===== src/sv/jcfp_pkg.sv =====
// Package: phase codes, event kinds, error codes and helper functions for the class file parser.
`default_nettype none
package jcfp_pkg;
    localparam logic [4:0] PH_MAGIC  = 5'd0;
    localparam logic [4:0] PH_MINOR  = 5'd1;
    localparam logic [4:0] PH_MAJOR  = 5'd2;
    localparam logic [4:0] PH_PCNT   = 5'd3;
    localparam logic [4:0] PH_TAG    = 5'd4;
    localparam logic [4:0] PH_ENTRY  = 5'd5;
    localparam logic [4:0] PH_UTF8   = 5'd6;
    localparam logic [4:0] PH_ACCESS = 5'd7;
    localparam logic [4:0] PH_THIS   = 5'd8;
    localparam logic [4:0] PH_SUPER  = 5'd9;
    localparam logic [4:0] PH_ICNT   = 5'd10;
    localparam logic [4:0] PH_IFACE  = 5'd11;
    localparam logic [4:0] PH_FCNT   = 5'd12;
    localparam logic [4:0] PH_MACC   = 5'd13;
    localparam logic [4:0] PH_MNAME  = 5'd14;
    localparam logic [4:0] PH_MDESC  = 5'd15;
    localparam logic [4:0] PH_MACNT  = 5'd16;
    localparam logic [4:0] PH_MCNT   = 5'd17;
    localparam logic [4:0] PH_CACNT  = 5'd18;
    localparam logic [4:0] PH_ANAME  = 5'd19;
    localparam logic [4:0] PH_ALEN   = 5'd20;
    localparam logic [4:0] PH_ABYTE  = 5'd21;
    localparam logic [4:0] PH_DONE   = 5'd22;
    localparam logic [4:0] KIND_ERROR = 5'd22;

    localparam logic [1:0] ERR_NONE  = 2'd0;
    localparam logic [1:0] ERR_MAGIC = 2'd1;
    localparam logic [1:0] ERR_TAG   = 2'd2;

    localparam logic [1:0] OWN_CLASS  = 2'd0;
    localparam logic [1:0] OWN_FIELD  = 2'd1;
    localparam logic [1:0] OWN_METHOD = 2'd2;

    localparam logic [7:0]  TAG_UTF8    = 8'd1;
    localparam logic [7:0]  TAG_INT     = 8'd3;
    localparam logic [7:0]  TAG_FLOAT   = 8'd4;
    localparam logic [7:0]  TAG_LONG    = 8'd5;
    localparam logic [7:0]  TAG_DOUBLE  = 8'd6;
    localparam logic [7:0]  TAG_MHANDLE = 8'd15;
    localparam logic [31:0] CLASS_MAGIC = 32'hCAFEBABE;

    // one result event
    typedef struct packed {
        logic [4:0]  kind;
        logic [31:0] value;
        logic [1:0]  owner;
        logic [15:0] member_index;
        logic [15:0] entry_index;
        logic [31:0] sub_index;
        logic [1:0]  error;
        logic        done_res;
    } t_event;

    // number of fields in a pool entry; zero marks a bad tag
    function automatic logic [1:0] entry_fields(input logic [7:0] tag);
        logic [1:0] n;
        unique case (tag)
            8'd1, 8'd3, 8'd4, 8'd7, 8'd8, 8'd16: n = 2'd1;
            8'd5, 8'd6, 8'd9, 8'd10, 8'd11, 8'd12, 8'd15, 8'd18: n = 2'd2;
            default: n = 2'd0;
        endcase
        return n;
    endfunction
endpackage
`default_nettype wire


===== src/sv/java_class_file_stream_parser.sv =====
// Top level: streaming Java class file parser, one byte per cycle.
// An event is registered in the output stage once the byte that completes its field is accepted.
// Throughput: one byte per cycle while input ready is high; the parser core updates all state on each accepted byte.
// Input ready drops only while the two-entry output stage is full.
// Reset (synchronous, active low) returns to the magic phase and empties the output stage.
`default_nettype none
module java_class_file_stream_parser (
    input  wire logic        i_clk,
    input  wire logic        i_rst_n,
    input  wire logic        i_valid,
    output logic             o_ready,
    input  wire logic [7:0]  i_data_byte,
    input  wire logic        i_first_byte,
    output logic             o_valid,
    input  wire logic        i_ready,
    output logic [4:0]       o_kind,
    output logic [31:0]      o_value,
    output logic [1:0]       o_owner,
    output logic [15:0]      o_member_index,
    output logic [15:0]      o_entry_index,
    output logic [31:0]      o_sub_index,
    output logic [1:0]       o_error,
    output logic             o_done_res
);
    jcfp_pkg::t_event evt, out_evt;
    logic evt_valid, can_push, step;

    assign o_ready = can_push;
    assign step    = i_valid && can_push;

    jcfp_core u_core (
        .i_clk(i_clk), .i_rst_n(i_rst_n), .i_step(step),
        .i_data_byte(i_data_byte), .i_first_byte(i_first_byte),
        .o_evt(evt), .o_evt_valid(evt_valid)
    );

    jcfp_out_reg u_out (
        .i_clk(i_clk), .i_rst_n(i_rst_n), .i_push(step && evt_valid), .i_evt(evt),
        .o_can_push(can_push), .o_valid(o_valid), .i_ready(i_ready), .o_evt(out_evt)
    );

    assign o_kind         = out_evt.kind;
    assign o_value        = out_evt.value;
    assign o_owner        = out_evt.owner;
    assign o_member_index = out_evt.member_index;
    assign o_entry_index  = out_evt.entry_index;
    assign o_sub_index    = out_evt.sub_index;
    assign o_error        = out_evt.error;
    assign o_done_res     = out_evt.done_res;
endmodule
`default_nettype wire


===== src/sv/jcfp_core.sv =====
// Parser core: field assembly, phase walk and event generation, one byte per cycle while i_step is high.
`default_nettype none
module jcfp_core (
    input  wire logic            i_clk,
    input  wire logic            i_rst_n,
    input  wire logic            i_step,
    input  wire logic [7:0]      i_data_byte,
    input  wire logic            i_first_byte,
    output jcfp_pkg::t_event     o_evt,
    output logic                 o_evt_valid
);
    logic [4:0]  r_phase, n_phase;
    logic [31:0] r_shift, n_shift;
    logic [2:0]  r_seen, n_seen;
    logic [15:0] r_pool_total, n_pool_total;
    logic [15:0] r_pool_num, n_pool_num;
    logic [7:0]  r_tag, n_tag;
    logic [1:0]  r_efield, n_efield;
    logic [15:0] r_utf8_left, n_utf8_left;
    logic [15:0] r_list_left, n_list_left;
    logic [15:0] r_member, n_member;
    logic [1:0]  r_owner, n_owner;
    logic [15:0] r_attrs_left, n_attrs_left;
    logic [15:0] r_attr_num, n_attr_num;
    logic [31:0] r_abytes_left, n_abytes_left;
    logic        r_halted, n_halted;
    logic [31:0] r_offset, n_offset;

    // state after an optional restart
    logic [4:0]  s_phase;
    logic [31:0] s_shift;
    logic [2:0]  s_seen;
    logic        s_halted;
    logic [2:0]  width;
    logic [31:0] v;
    logic [2:0]  seen_inc;
    logic [16:0] step_sum;
    logic [15:0] list_dec, attrs_dec;
    logic [31:0] abytes_dec;
    logic [15:0] start_cnt;
    logic        complete;

    assign s_phase  = i_first_byte ? jcfp_pkg::PH_MAGIC : r_phase;
    assign s_shift  = i_first_byte ? 32'd0 : r_shift;
    assign s_seen   = i_first_byte ? 3'd0 : r_seen;
    assign s_halted = i_first_byte ? 1'b0 : r_halted;
    assign v        = {s_shift[23:0], i_data_byte};
    assign seen_inc = s_seen + 3'd1;
    assign list_dec   = r_list_left - 16'd1;
    assign attrs_dec  = r_attrs_left - 16'd1;
    assign abytes_dec = r_abytes_left - 32'd1;
    assign start_cnt  = v[15:0];

    // width of the field in the current phase
    always_comb begin
        unique case (s_phase)
            jcfp_pkg::PH_MAGIC, jcfp_pkg::PH_ALEN: width = 3'd4;
            jcfp_pkg::PH_TAG, jcfp_pkg::PH_UTF8, jcfp_pkg::PH_ABYTE: width = 3'd1;
            jcfp_pkg::PH_ENTRY: begin
                if (r_tag == jcfp_pkg::TAG_INT || r_tag == jcfp_pkg::TAG_FLOAT
                    || r_tag == jcfp_pkg::TAG_LONG || r_tag == jcfp_pkg::TAG_DOUBLE)
                    width = 3'd4;
                else if (r_tag == jcfp_pkg::TAG_MHANDLE && r_efield == 2'd0)
                    width = 3'd1;
                else
                    width = 3'd2;
            end
            default: width = 3'd2;
        endcase
    end

    assign complete = !s_halted && s_phase != jcfp_pkg::PH_DONE && seen_inc >= width;

    // next state and event
    always_comb begin
        n_phase = s_phase; n_shift = s_shift; n_seen = s_seen;
        n_pool_total = r_pool_total; n_pool_num = r_pool_num; n_tag = r_tag;
        n_efield = r_efield; n_utf8_left = r_utf8_left; n_list_left = r_list_left;
        n_member = r_member; n_owner = r_owner; n_attrs_left = r_attrs_left;
        n_attr_num = r_attr_num; n_abytes_left = r_abytes_left;
        n_halted = s_halted; n_offset = r_offset;
        step_sum = 17'd0;
        o_evt = '0;
        o_evt_valid = 1'b0;
        if (i_first_byte) begin
            n_pool_total = '0; n_pool_num = '0; n_tag = '0; n_efield = '0;
            n_utf8_left = '0; n_list_left = '0; n_member = '0; n_owner = '0;
            n_attrs_left = '0; n_attr_num = '0; n_abytes_left = '0; n_offset = '0;
        end
        if (!s_halted && s_phase != jcfp_pkg::PH_DONE) begin
            if (!complete) begin
                n_shift = v;
                n_seen = seen_inc;
            end else begin
                n_shift = '0;
                n_seen = '0;
                o_evt_valid = 1'b1;
                o_evt.kind = s_phase;
                o_evt.value = v;
                unique case (s_phase)
                    jcfp_pkg::PH_MAGIC: begin
                        if (v != jcfp_pkg::CLASS_MAGIC) begin
                            o_evt.kind = jcfp_pkg::KIND_ERROR;
                            o_evt.error = jcfp_pkg::ERR_MAGIC;
                            n_halted = 1'b1;
                        end else n_phase = jcfp_pkg::PH_MINOR;
                    end
                    jcfp_pkg::PH_MINOR: n_phase = jcfp_pkg::PH_MAJOR;
                    jcfp_pkg::PH_MAJOR: n_phase = jcfp_pkg::PH_PCNT;
                    jcfp_pkg::PH_PCNT: begin
                        n_pool_total = v[15:0];
                        n_pool_num = 16'd1;
                        n_phase = (v[15:0] <= 16'd1) ? jcfp_pkg::PH_ACCESS : jcfp_pkg::PH_TAG;
                    end
                    jcfp_pkg::PH_TAG: begin
                        o_evt.entry_index = r_pool_num;
                        n_tag = v[7:0];
                        n_efield = 2'd0;
                        if (jcfp_pkg::entry_fields(v[7:0]) == 2'd0) begin
                            o_evt.kind = jcfp_pkg::KIND_ERROR;
                            o_evt.error = jcfp_pkg::ERR_TAG;
                            step_sum = {1'b0, r_pool_num} + 17'd1;
                        end else n_phase = jcfp_pkg::PH_ENTRY;
                    end
                    jcfp_pkg::PH_ENTRY: begin
                        o_evt.entry_index = r_pool_num;
                        o_evt.sub_index = {30'd0, r_efield};
                        if (r_tag == jcfp_pkg::TAG_UTF8) begin
                            n_utf8_left = v[15:0];
                            n_offset = '0;
                            if (v[15:0] == 16'd0) step_sum = {1'b0, r_pool_num} + 17'd1;
                            else n_phase = jcfp_pkg::PH_UTF8;
                        end else if ({1'b0, r_efield} + 3'd1
                                     < {1'b0, jcfp_pkg::entry_fields(r_tag)}) begin
                            n_efield = r_efield + 2'd1;
                        end else if (r_tag == jcfp_pkg::TAG_LONG
                                     || r_tag == jcfp_pkg::TAG_DOUBLE) begin
                            step_sum = {1'b0, r_pool_num} + 17'd2;
                        end else step_sum = {1'b0, r_pool_num} + 17'd1;
                    end
                    jcfp_pkg::PH_UTF8: begin
                        o_evt.entry_index = r_pool_num;
                        o_evt.sub_index = r_offset;
                        n_offset = r_offset + 32'd1;
                        n_utf8_left = r_utf8_left - 16'd1;
                        if (r_utf8_left == 16'd1) step_sum = {1'b0, r_pool_num} + 17'd1;
                    end
                    jcfp_pkg::PH_ACCESS: n_phase = jcfp_pkg::PH_THIS;
                    jcfp_pkg::PH_THIS: n_phase = jcfp_pkg::PH_SUPER;
                    jcfp_pkg::PH_SUPER: n_phase = jcfp_pkg::PH_ICNT;
                    jcfp_pkg::PH_ICNT: begin
                        n_list_left = v[15:0];
                        n_attr_num = '0;
                        n_phase = (v[15:0] == 16'd0) ? jcfp_pkg::PH_FCNT : jcfp_pkg::PH_IFACE;
                    end
                    jcfp_pkg::PH_IFACE: begin
                        o_evt.entry_index = r_attr_num;
                        n_attr_num = r_attr_num + 16'd1;
                        n_list_left = list_dec;
                        if (list_dec == 16'd0) n_phase = jcfp_pkg::PH_FCNT;
                    end
                    jcfp_pkg::PH_FCNT, jcfp_pkg::PH_MCNT: begin
                        if (start_cnt == 16'd0) begin
                            n_phase = (s_phase == jcfp_pkg::PH_FCNT)
                                ? jcfp_pkg::PH_MCNT : jcfp_pkg::PH_CACNT;
                        end else begin
                            n_list_left = start_cnt;
                            n_member = '0;
                            n_owner = (s_phase == jcfp_pkg::PH_FCNT)
                                ? jcfp_pkg::OWN_FIELD : jcfp_pkg::OWN_METHOD;
                            n_phase = jcfp_pkg::PH_MACC;
                        end
                    end
                    jcfp_pkg::PH_MACC, jcfp_pkg::PH_MNAME, jcfp_pkg::PH_MDESC: begin
                        o_evt.owner = r_owner;
                        o_evt.member_index = r_member;
                        n_phase = s_phase + 5'd1;
                    end
                    jcfp_pkg::PH_MACNT, jcfp_pkg::PH_CACNT: begin
                        if (s_phase == jcfp_pkg::PH_MACNT) begin
                            o_evt.owner = r_owner;
                            o_evt.member_index = r_member;
                        end else begin
                            n_owner = jcfp_pkg::OWN_CLASS;
                            n_member = '0;
                        end
                        n_attrs_left = start_cnt;
                        n_attr_num = '0;
                        if (start_cnt != 16'd0) n_phase = jcfp_pkg::PH_ANAME;
                        else if (s_phase == jcfp_pkg::PH_CACNT
                                 || r_owner == jcfp_pkg::OWN_CLASS) begin
                            n_phase = jcfp_pkg::PH_DONE;
                            o_evt.done_res = 1'b1;
                        end else begin
                            n_list_left = list_dec;
                            if (list_dec == 16'd0)
                                n_phase = (r_owner == jcfp_pkg::OWN_FIELD)
                                    ? jcfp_pkg::PH_MCNT : jcfp_pkg::PH_CACNT;
                            else begin
                                n_member = r_member + 16'd1;
                                n_phase = jcfp_pkg::PH_MACC;
                            end
                        end
                    end
                    jcfp_pkg::PH_ANAME, jcfp_pkg::PH_ALEN, jcfp_pkg::PH_ABYTE: begin
                        o_evt.owner = r_owner;
                        o_evt.member_index = r_member;
                        o_evt.entry_index = r_attr_num;
                        if (s_phase == jcfp_pkg::PH_ANAME) n_phase = jcfp_pkg::PH_ALEN;
                        else if (s_phase == jcfp_pkg::PH_ALEN && v != 32'd0) begin
                            n_abytes_left = v;
                            n_offset = '0;
                            n_phase = jcfp_pkg::PH_ABYTE;
                        end else if (s_phase == jcfp_pkg::PH_ABYTE && abytes_dec != 32'd0) begin
                            o_evt.sub_index = r_offset;
                            n_offset = r_offset + 32'd1;
                            n_abytes_left = abytes_dec;
                        end else begin
                            // attribute finished
                            if (s_phase == jcfp_pkg::PH_ABYTE) begin
                                o_evt.sub_index = r_offset;
                                n_offset = r_offset + 32'd1;
                                n_abytes_left = abytes_dec;
                            end else begin
                                n_abytes_left = v;
                                n_offset = '0;
                            end
                            n_attrs_left = attrs_dec;
                            n_attr_num = r_attr_num + 16'd1;
                            if (attrs_dec != 16'd0) n_phase = jcfp_pkg::PH_ANAME;
                            else if (r_owner == jcfp_pkg::OWN_CLASS) begin
                                n_phase = jcfp_pkg::PH_DONE;
                                o_evt.done_res = 1'b1;
                            end else begin
                                n_list_left = list_dec;
                                if (list_dec == 16'd0)
                                    n_phase = (r_owner == jcfp_pkg::OWN_FIELD)
                                        ? jcfp_pkg::PH_MCNT : jcfp_pkg::PH_CACNT;
                                else begin
                                    n_member = r_member + 16'd1;
                                    n_phase = jcfp_pkg::PH_MACC;
                                end
                            end
                        end
                    end
                    default: ;
                endcase
                // pool entry finished
                if (step_sum != 17'd0) begin
                    n_pool_num = step_sum[15:0];
                    n_phase = (step_sum >= {1'b0, r_pool_total})
                        ? jcfp_pkg::PH_ACCESS : jcfp_pkg::PH_TAG;
                end
            end
        end
    end

    // control state
    always_ff @(posedge i_clk) begin
        if (!i_rst_n) begin
            r_phase <= jcfp_pkg::PH_MAGIC; r_shift <= '0; r_seen <= '0;
            r_pool_total <= '0; r_pool_num <= '0; r_tag <= '0; r_efield <= '0;
            r_utf8_left <= '0; r_list_left <= '0; r_member <= '0; r_owner <= '0;
            r_attrs_left <= '0; r_attr_num <= '0; r_abytes_left <= '0;
            r_halted <= 1'b0; r_offset <= '0;
        end else if (i_step) begin
            r_phase <= n_phase; r_shift <= n_shift; r_seen <= n_seen;
            r_pool_total <= n_pool_total; r_pool_num <= n_pool_num; r_tag <= n_tag;
            r_efield <= n_efield; r_utf8_left <= n_utf8_left; r_list_left <= n_list_left;
            r_member <= n_member; r_owner <= n_owner; r_attrs_left <= n_attrs_left;
            r_attr_num <= n_attr_num; r_abytes_left <= n_abytes_left;
            r_halted <= n_halted; r_offset <= n_offset;
        end
    end

    // a halted parser never leaves the magic phase
    assert property (@(posedge i_clk) disable iff (!i_rst_n)
        r_halted |-> r_phase == jcfp_pkg::PH_MAGIC)
        else $error("halted outside magic phase");
    // partial field never reaches four bytes
    assert property (@(posedge i_clk) disable iff (!i_rst_n) r_seen < 3'd4)
        else $error("field byte count overflow");
    // completion event only when entering done
    assert property (@(posedge i_clk) disable iff (!i_rst_n)
        (i_step && o_evt_valid && o_evt.done_res) |=> r_phase == jcfp_pkg::PH_DONE)
        else $error("done event without done phase");
endmodule
`default_nettype wire


===== src/sv/jcfp_out_reg.sv =====
// Output register with skid stage for result events.
`default_nettype none
module jcfp_out_reg (
    input  wire logic              i_clk,
    input  wire logic              i_rst_n,
    input  wire logic              i_push,
    input  wire jcfp_pkg::t_event  i_evt,
    output logic                   o_can_push,
    output logic                   o_valid,
    input  wire logic              i_ready,
    output jcfp_pkg::t_event       o_evt
);
    logic            r_valid, r_skid_valid;
    jcfp_pkg::t_event r_evt, r_skid;
    logic            pop;

    assign pop        = r_valid && i_ready;
    assign o_can_push = !r_skid_valid;
    assign o_valid    = r_valid;
    assign o_evt      = r_evt;

    // valid flags
    always_ff @(posedge i_clk) begin
        if (!i_rst_n) begin
            r_valid <= 1'b0;
            r_skid_valid <= 1'b0;
        end else begin
            if (!r_valid || pop) begin
                r_valid <= r_skid_valid || i_push;
                r_skid_valid <= r_skid_valid && i_push;
            end else if (i_push) begin
                r_skid_valid <= 1'b1;
            end
        end
    end

    // payload
    always_ff @(posedge i_clk) begin
        if (!r_valid || pop) begin
            r_evt <= r_skid_valid ? r_skid : i_evt;
            if (r_skid_valid) r_skid <= i_evt;
        end else if (i_push) begin
            r_skid <= i_evt;
        end
    end

    assert property (@(posedge i_clk) disable iff (!i_rst_n) r_skid_valid |-> r_valid)
        else $error("skid full with empty output");
    assert property (@(posedge i_clk) disable iff (!i_rst_n)
        (r_skid_valid && !pop) |=> r_skid_valid)
        else $error("skid entry lost");
    assert property (@(posedge i_clk) disable iff (!i_rst_n)
        !(i_push && r_skid_valid))
        else $error("push into full stage");
endmodule
`default_nettype wire

===== config.mk =====
export PLATFORM = sky130hd
export DESIGN_NAME = java_class_file_stream_parser
export DESIGN_NICKNAME = d
export VERILOG_FILES = /design/src/sv/jcfp_pkg.sv /design/src/sv/java_class_file_stream_parser.sv /design/src/sv/jcfp_core.sv /design/src/sv/jcfp_out_reg.sv
export SDC_FILE = /design/constraint.sdc
export NUM_CORES = 1
export LEC_CHECK = 0
export BUFFER_PORTS_ARGS = -buffer_cell sky130_fd_sc_hd__buf_4
export CAP_MARGIN = 10
export CORE_ASPECT_RATIO = 0.7
export CORE_MARGIN = 3
export CORE_UTILIZATION = 30
export CTS_BUF_LIST = sky130_fd_sc_hd__clkbuf_4
export CTS_CLUSTER_DIAMETER = 100
export DETAILED_ROUTE_END_ITERATION = 10
export PLACE_DENSITY = 0.55
export SETUP_SLACK_MARGIN = 0.4
export SKIP_CTS_REPAIR_TIMING = 1
export SYNTH_ARGS = -nofsm -noshare
export SYNTH_HDL_FRONTEND = slang
export SYNTH_SLANG_ARGS = --single-unit

===== constraint.sdc =====
create_clock -name i_clk -period 24.2 [get_ports i_clk]
set_input_delay 0 -clock i_clk [delete_from_list [all_inputs] [get_ports i_clk]]
set_output_delay 0 -clock i_clk [all_outputs]
set_load 0.02 [all_outputs]

==> out/qor.yml <==
grt_pass1_wl_um: 139000
synthesis.area_sq_mm: 0.0254
instances_no_fill: 4200
ys_seq_elements: 437
first_global_vias: 21900
cts.root.buffer_cell: "clkbuf_4"
synthArstFlopShare: 0
port_buffers: 120
initial_core_util: 0.306
cts_buffers: 114
hold_viol: 0
final_nets: 3038
setup_violations: 0
vias_per_cell: 5.72
multi_input_area_sq_mm: 0.0135
dp_hpwl_um: 63300
p_per_area_mw_per_mm2: 59.2
drive_above_1_share: 0.156
drt.antenna.violating_nets: 0
ioPinCount: 121
period_share: 0.256
drtIter0Drc: 3105
slew_headroom: 0.189
avgSynthCellArea_sq_um: 8.76
grt-ovfl-total: 0
fmax_mhz: 161
regArea_sq_mm: 0.0109
finClkSkew_ns: 0.0639
dp_cells: 3972
grt_setup_unrepaired: "no"
finalCriticalPeriod_ns: 6.20
switchingPower_mw: 0.531
status: "finished, final reports clean"
finalMaxSlewViolations: 0
worstPathRequired_ns: 25.04
synth_edf_count: 212
tightest_slew_ns: 1.21
die_width_um: 354
cp_max_fo: 50
antenna_found_initial: 4
track_usage: 0.201
clkPwrFrac: 0.380
synth-main-ff-cell: "dfxtp_1"
place_congestion: 0.980
path_clk_slew_ns: 0.07
hold_class: "in2reg"
core-area_sq_mm: 0.0831
power_frac_comb: 0.142
syn-num-nets: 2959
yosysWarnings: 0
cp.arrival_ns: 7.04
clockBufferDepth: 3
clock-sinks: 437
synth-seq-area-share: 0.428
die_h_um: 249
pwr-share-seq: 0.477
final.setup.tns_ns: 0
postRouteWirelength_um: 92100
grt_max_degree: 80
via_count: 24000
synth_cells: 2899
worstSetupPathType: "reg2reg"
p_leak_nw: 10.5
startpoint_type: "flip-flop"
clk_latency_ns: 0.97
cts_max_level: 3
drv_cap: 0
cts_tree: "done"
fill_cells: 8695
drtPass1Iterations: 6
worstSetupEndpointType: "flip-flop"
wl_per_cell_um: 21.9
peakVddDrop_v: 0.0000272
die_area_sq_mm: 0.0883
swShare: 0.310
rows: 88
synth_cell_types: 101
intPower_mw: 1.18
route.detailed.drc: 0
syn2layout_area_growth_pct: 13.7
[layout by cell type, fill, tap and decap left out, types with 46 or more instances in the layout]
cell,count
nand2_1,299
nor2_1,279
dfxtp_1,224
edfxtp_1,212
a21oi_1,176
o21ai_0,172
buf_4,166
clkbuf_4,161
a22oi_1,94
nand3_1,89
nor3_1,79
and2_1,74
mux2_2,69
o31ai_1,65
inv_1,58
and3_1,50
nand4_1,49
ha_1,46
[critical path, cell delays in order (launching register included)]
cell and delay (ns):
dfxtp_1 0.37, nor2b_1 0.51, inv_1 0.24, ha_1 0.44, and2_0 0.34, nor3_1 0.30
nor2b_1 0.17, o22ai_1 0.10, ha_1 0.33, a21o_1 0.17, a21o_1 0.35, nand2_4 0.52
buf_4 0.58, nor2_1 0.26, o21ai_0 0.82, a21oi_1 0.14, nor2b_1 0.16, a31oi_1 0.05
a21oi_1 0.16
[registers in the layout, indices dropped and copies added, names as in the netlist, 24 cells and up, named ones only]
register and flops:
u_core.r_offset 32, u_core.r_shift 24, u_core.r_abytes_left 32, u_out.o_evt 106, u_out.r_skid 106
[stage by stage]
step	hold slack [ns]	util	power (mW)	worst slack, ns	area [sq um]
global route	0.00535	0.347	1.79	17.65	28900
CTS	-0.612	0.345	1.72	18.30	28700
floorplan	0.148	-	0.974	12.69	25400
finish	0.0557	0.347	1.71	18.00	28900
detailed placement	0.428	0.328	1.07	18.37	27300
global placement	0.429	0.328	1.07	18.48	27300
[metal layers]
metal / up-vias / wire length [um] / track usage
met1: 11400 / 43600 / 0.301
li1: 11100 / - / -
met2: 1274 / 35100 / 0.261
met5: - / 110 / 0
met4: 7 / 2830 / 0.0693
met3: 201 / 10400 / 0.0696
[logic make-up (layout without fill, tap and decap cells)]
| family | count (synthesis) | in the layout | synth area share |
|---|---|---|---|
| other | 0 | 6 | 0 |
| adders and majority gates | 47 | 47 | 0.0234 |
| DFF | 437 | 437 | 0.428 |
| muxes | 81 | 81 | 0.0353 |
| and+or+nand+nor | 1141 | 1141 | 0.224 |
| xor gates and xnor gates | 66 | 66 | 0.0228 |
| buffers and inverters | 279 | 449 | 0.0425 |
| AOI/OAI and AO/OA | 848 | 848 | 0.224 |
[path summary, 6_finish.rpt]
kind | from | to | slack (ns) | cells past startpoint
hold reg to reg | u_core.r_offset[19]$_SDFFE_PN0P_ | u_core.r_offset[19]$_SDFFE_PN0P_ | 0.49 | 1
setup / recovery | u_core.r_phase[1]$_SDFFE_PN0P_ | u_core.r_attrs_left[15]$_SDFFE_PN0P_ | 18.00 | 18
setup reg to reg | u_core.r_phase[1]$_SDFFE_PN0P_ | u_core.r_attrs_left[15]$_SDFFE_PN0P_ | 18.00 | 18
hold / removal | i_rst_n | u_core.r_member[14]$_SDFFE_PN0P_ | 0.06 | 3
[power by group through the flow]
stage	logic (mW)	registers [mW]	clock network, mW
global route	0.259	0.818	0.710
CTS	0.236	0.816	0.671
detailed placement	0.235	0.833	0
finish	0.244	0.816	0.650
global placement	0.236	0.833	0
floorplan	0.133	0.841	0
[synth_stat cells, drive strengths merged (49+ instances only)]
cell / n / area, sq um
a22oi: 94 / 706
nor3: 81 / 417
a21oi: 178 / 902
and3: 50 / 313
o31ai: 67 / 513
edfxtp: 212 / 6370
nand4: 49 / 307
nand2: 300 / 1130
nor2: 284 / 1080
inv: 61 / 229
nand3: 90 / 455
o21ai: 200 / 1000
mux2: 69 / 777
dfxtp: 225 / 4500
and2: 75 / 469
clkbuf: 194 / 729
[cell type report]
class / instances / area share
Multi-Input combinational cell: 2183 / 0.468
Sequential cell: 437 / 0.376
Tap cell: 1125 / 0.0487
Timing Repair Buffer: 181 / 0.0482
Clock buffer: 161 / 0.0419
Clock inverter: 46 / 0.00815
Inverter: 61 / 0.00806
Antenna cell: 6 / 0.000520
No activity file was read; power rests on OpenSTA's default activity.
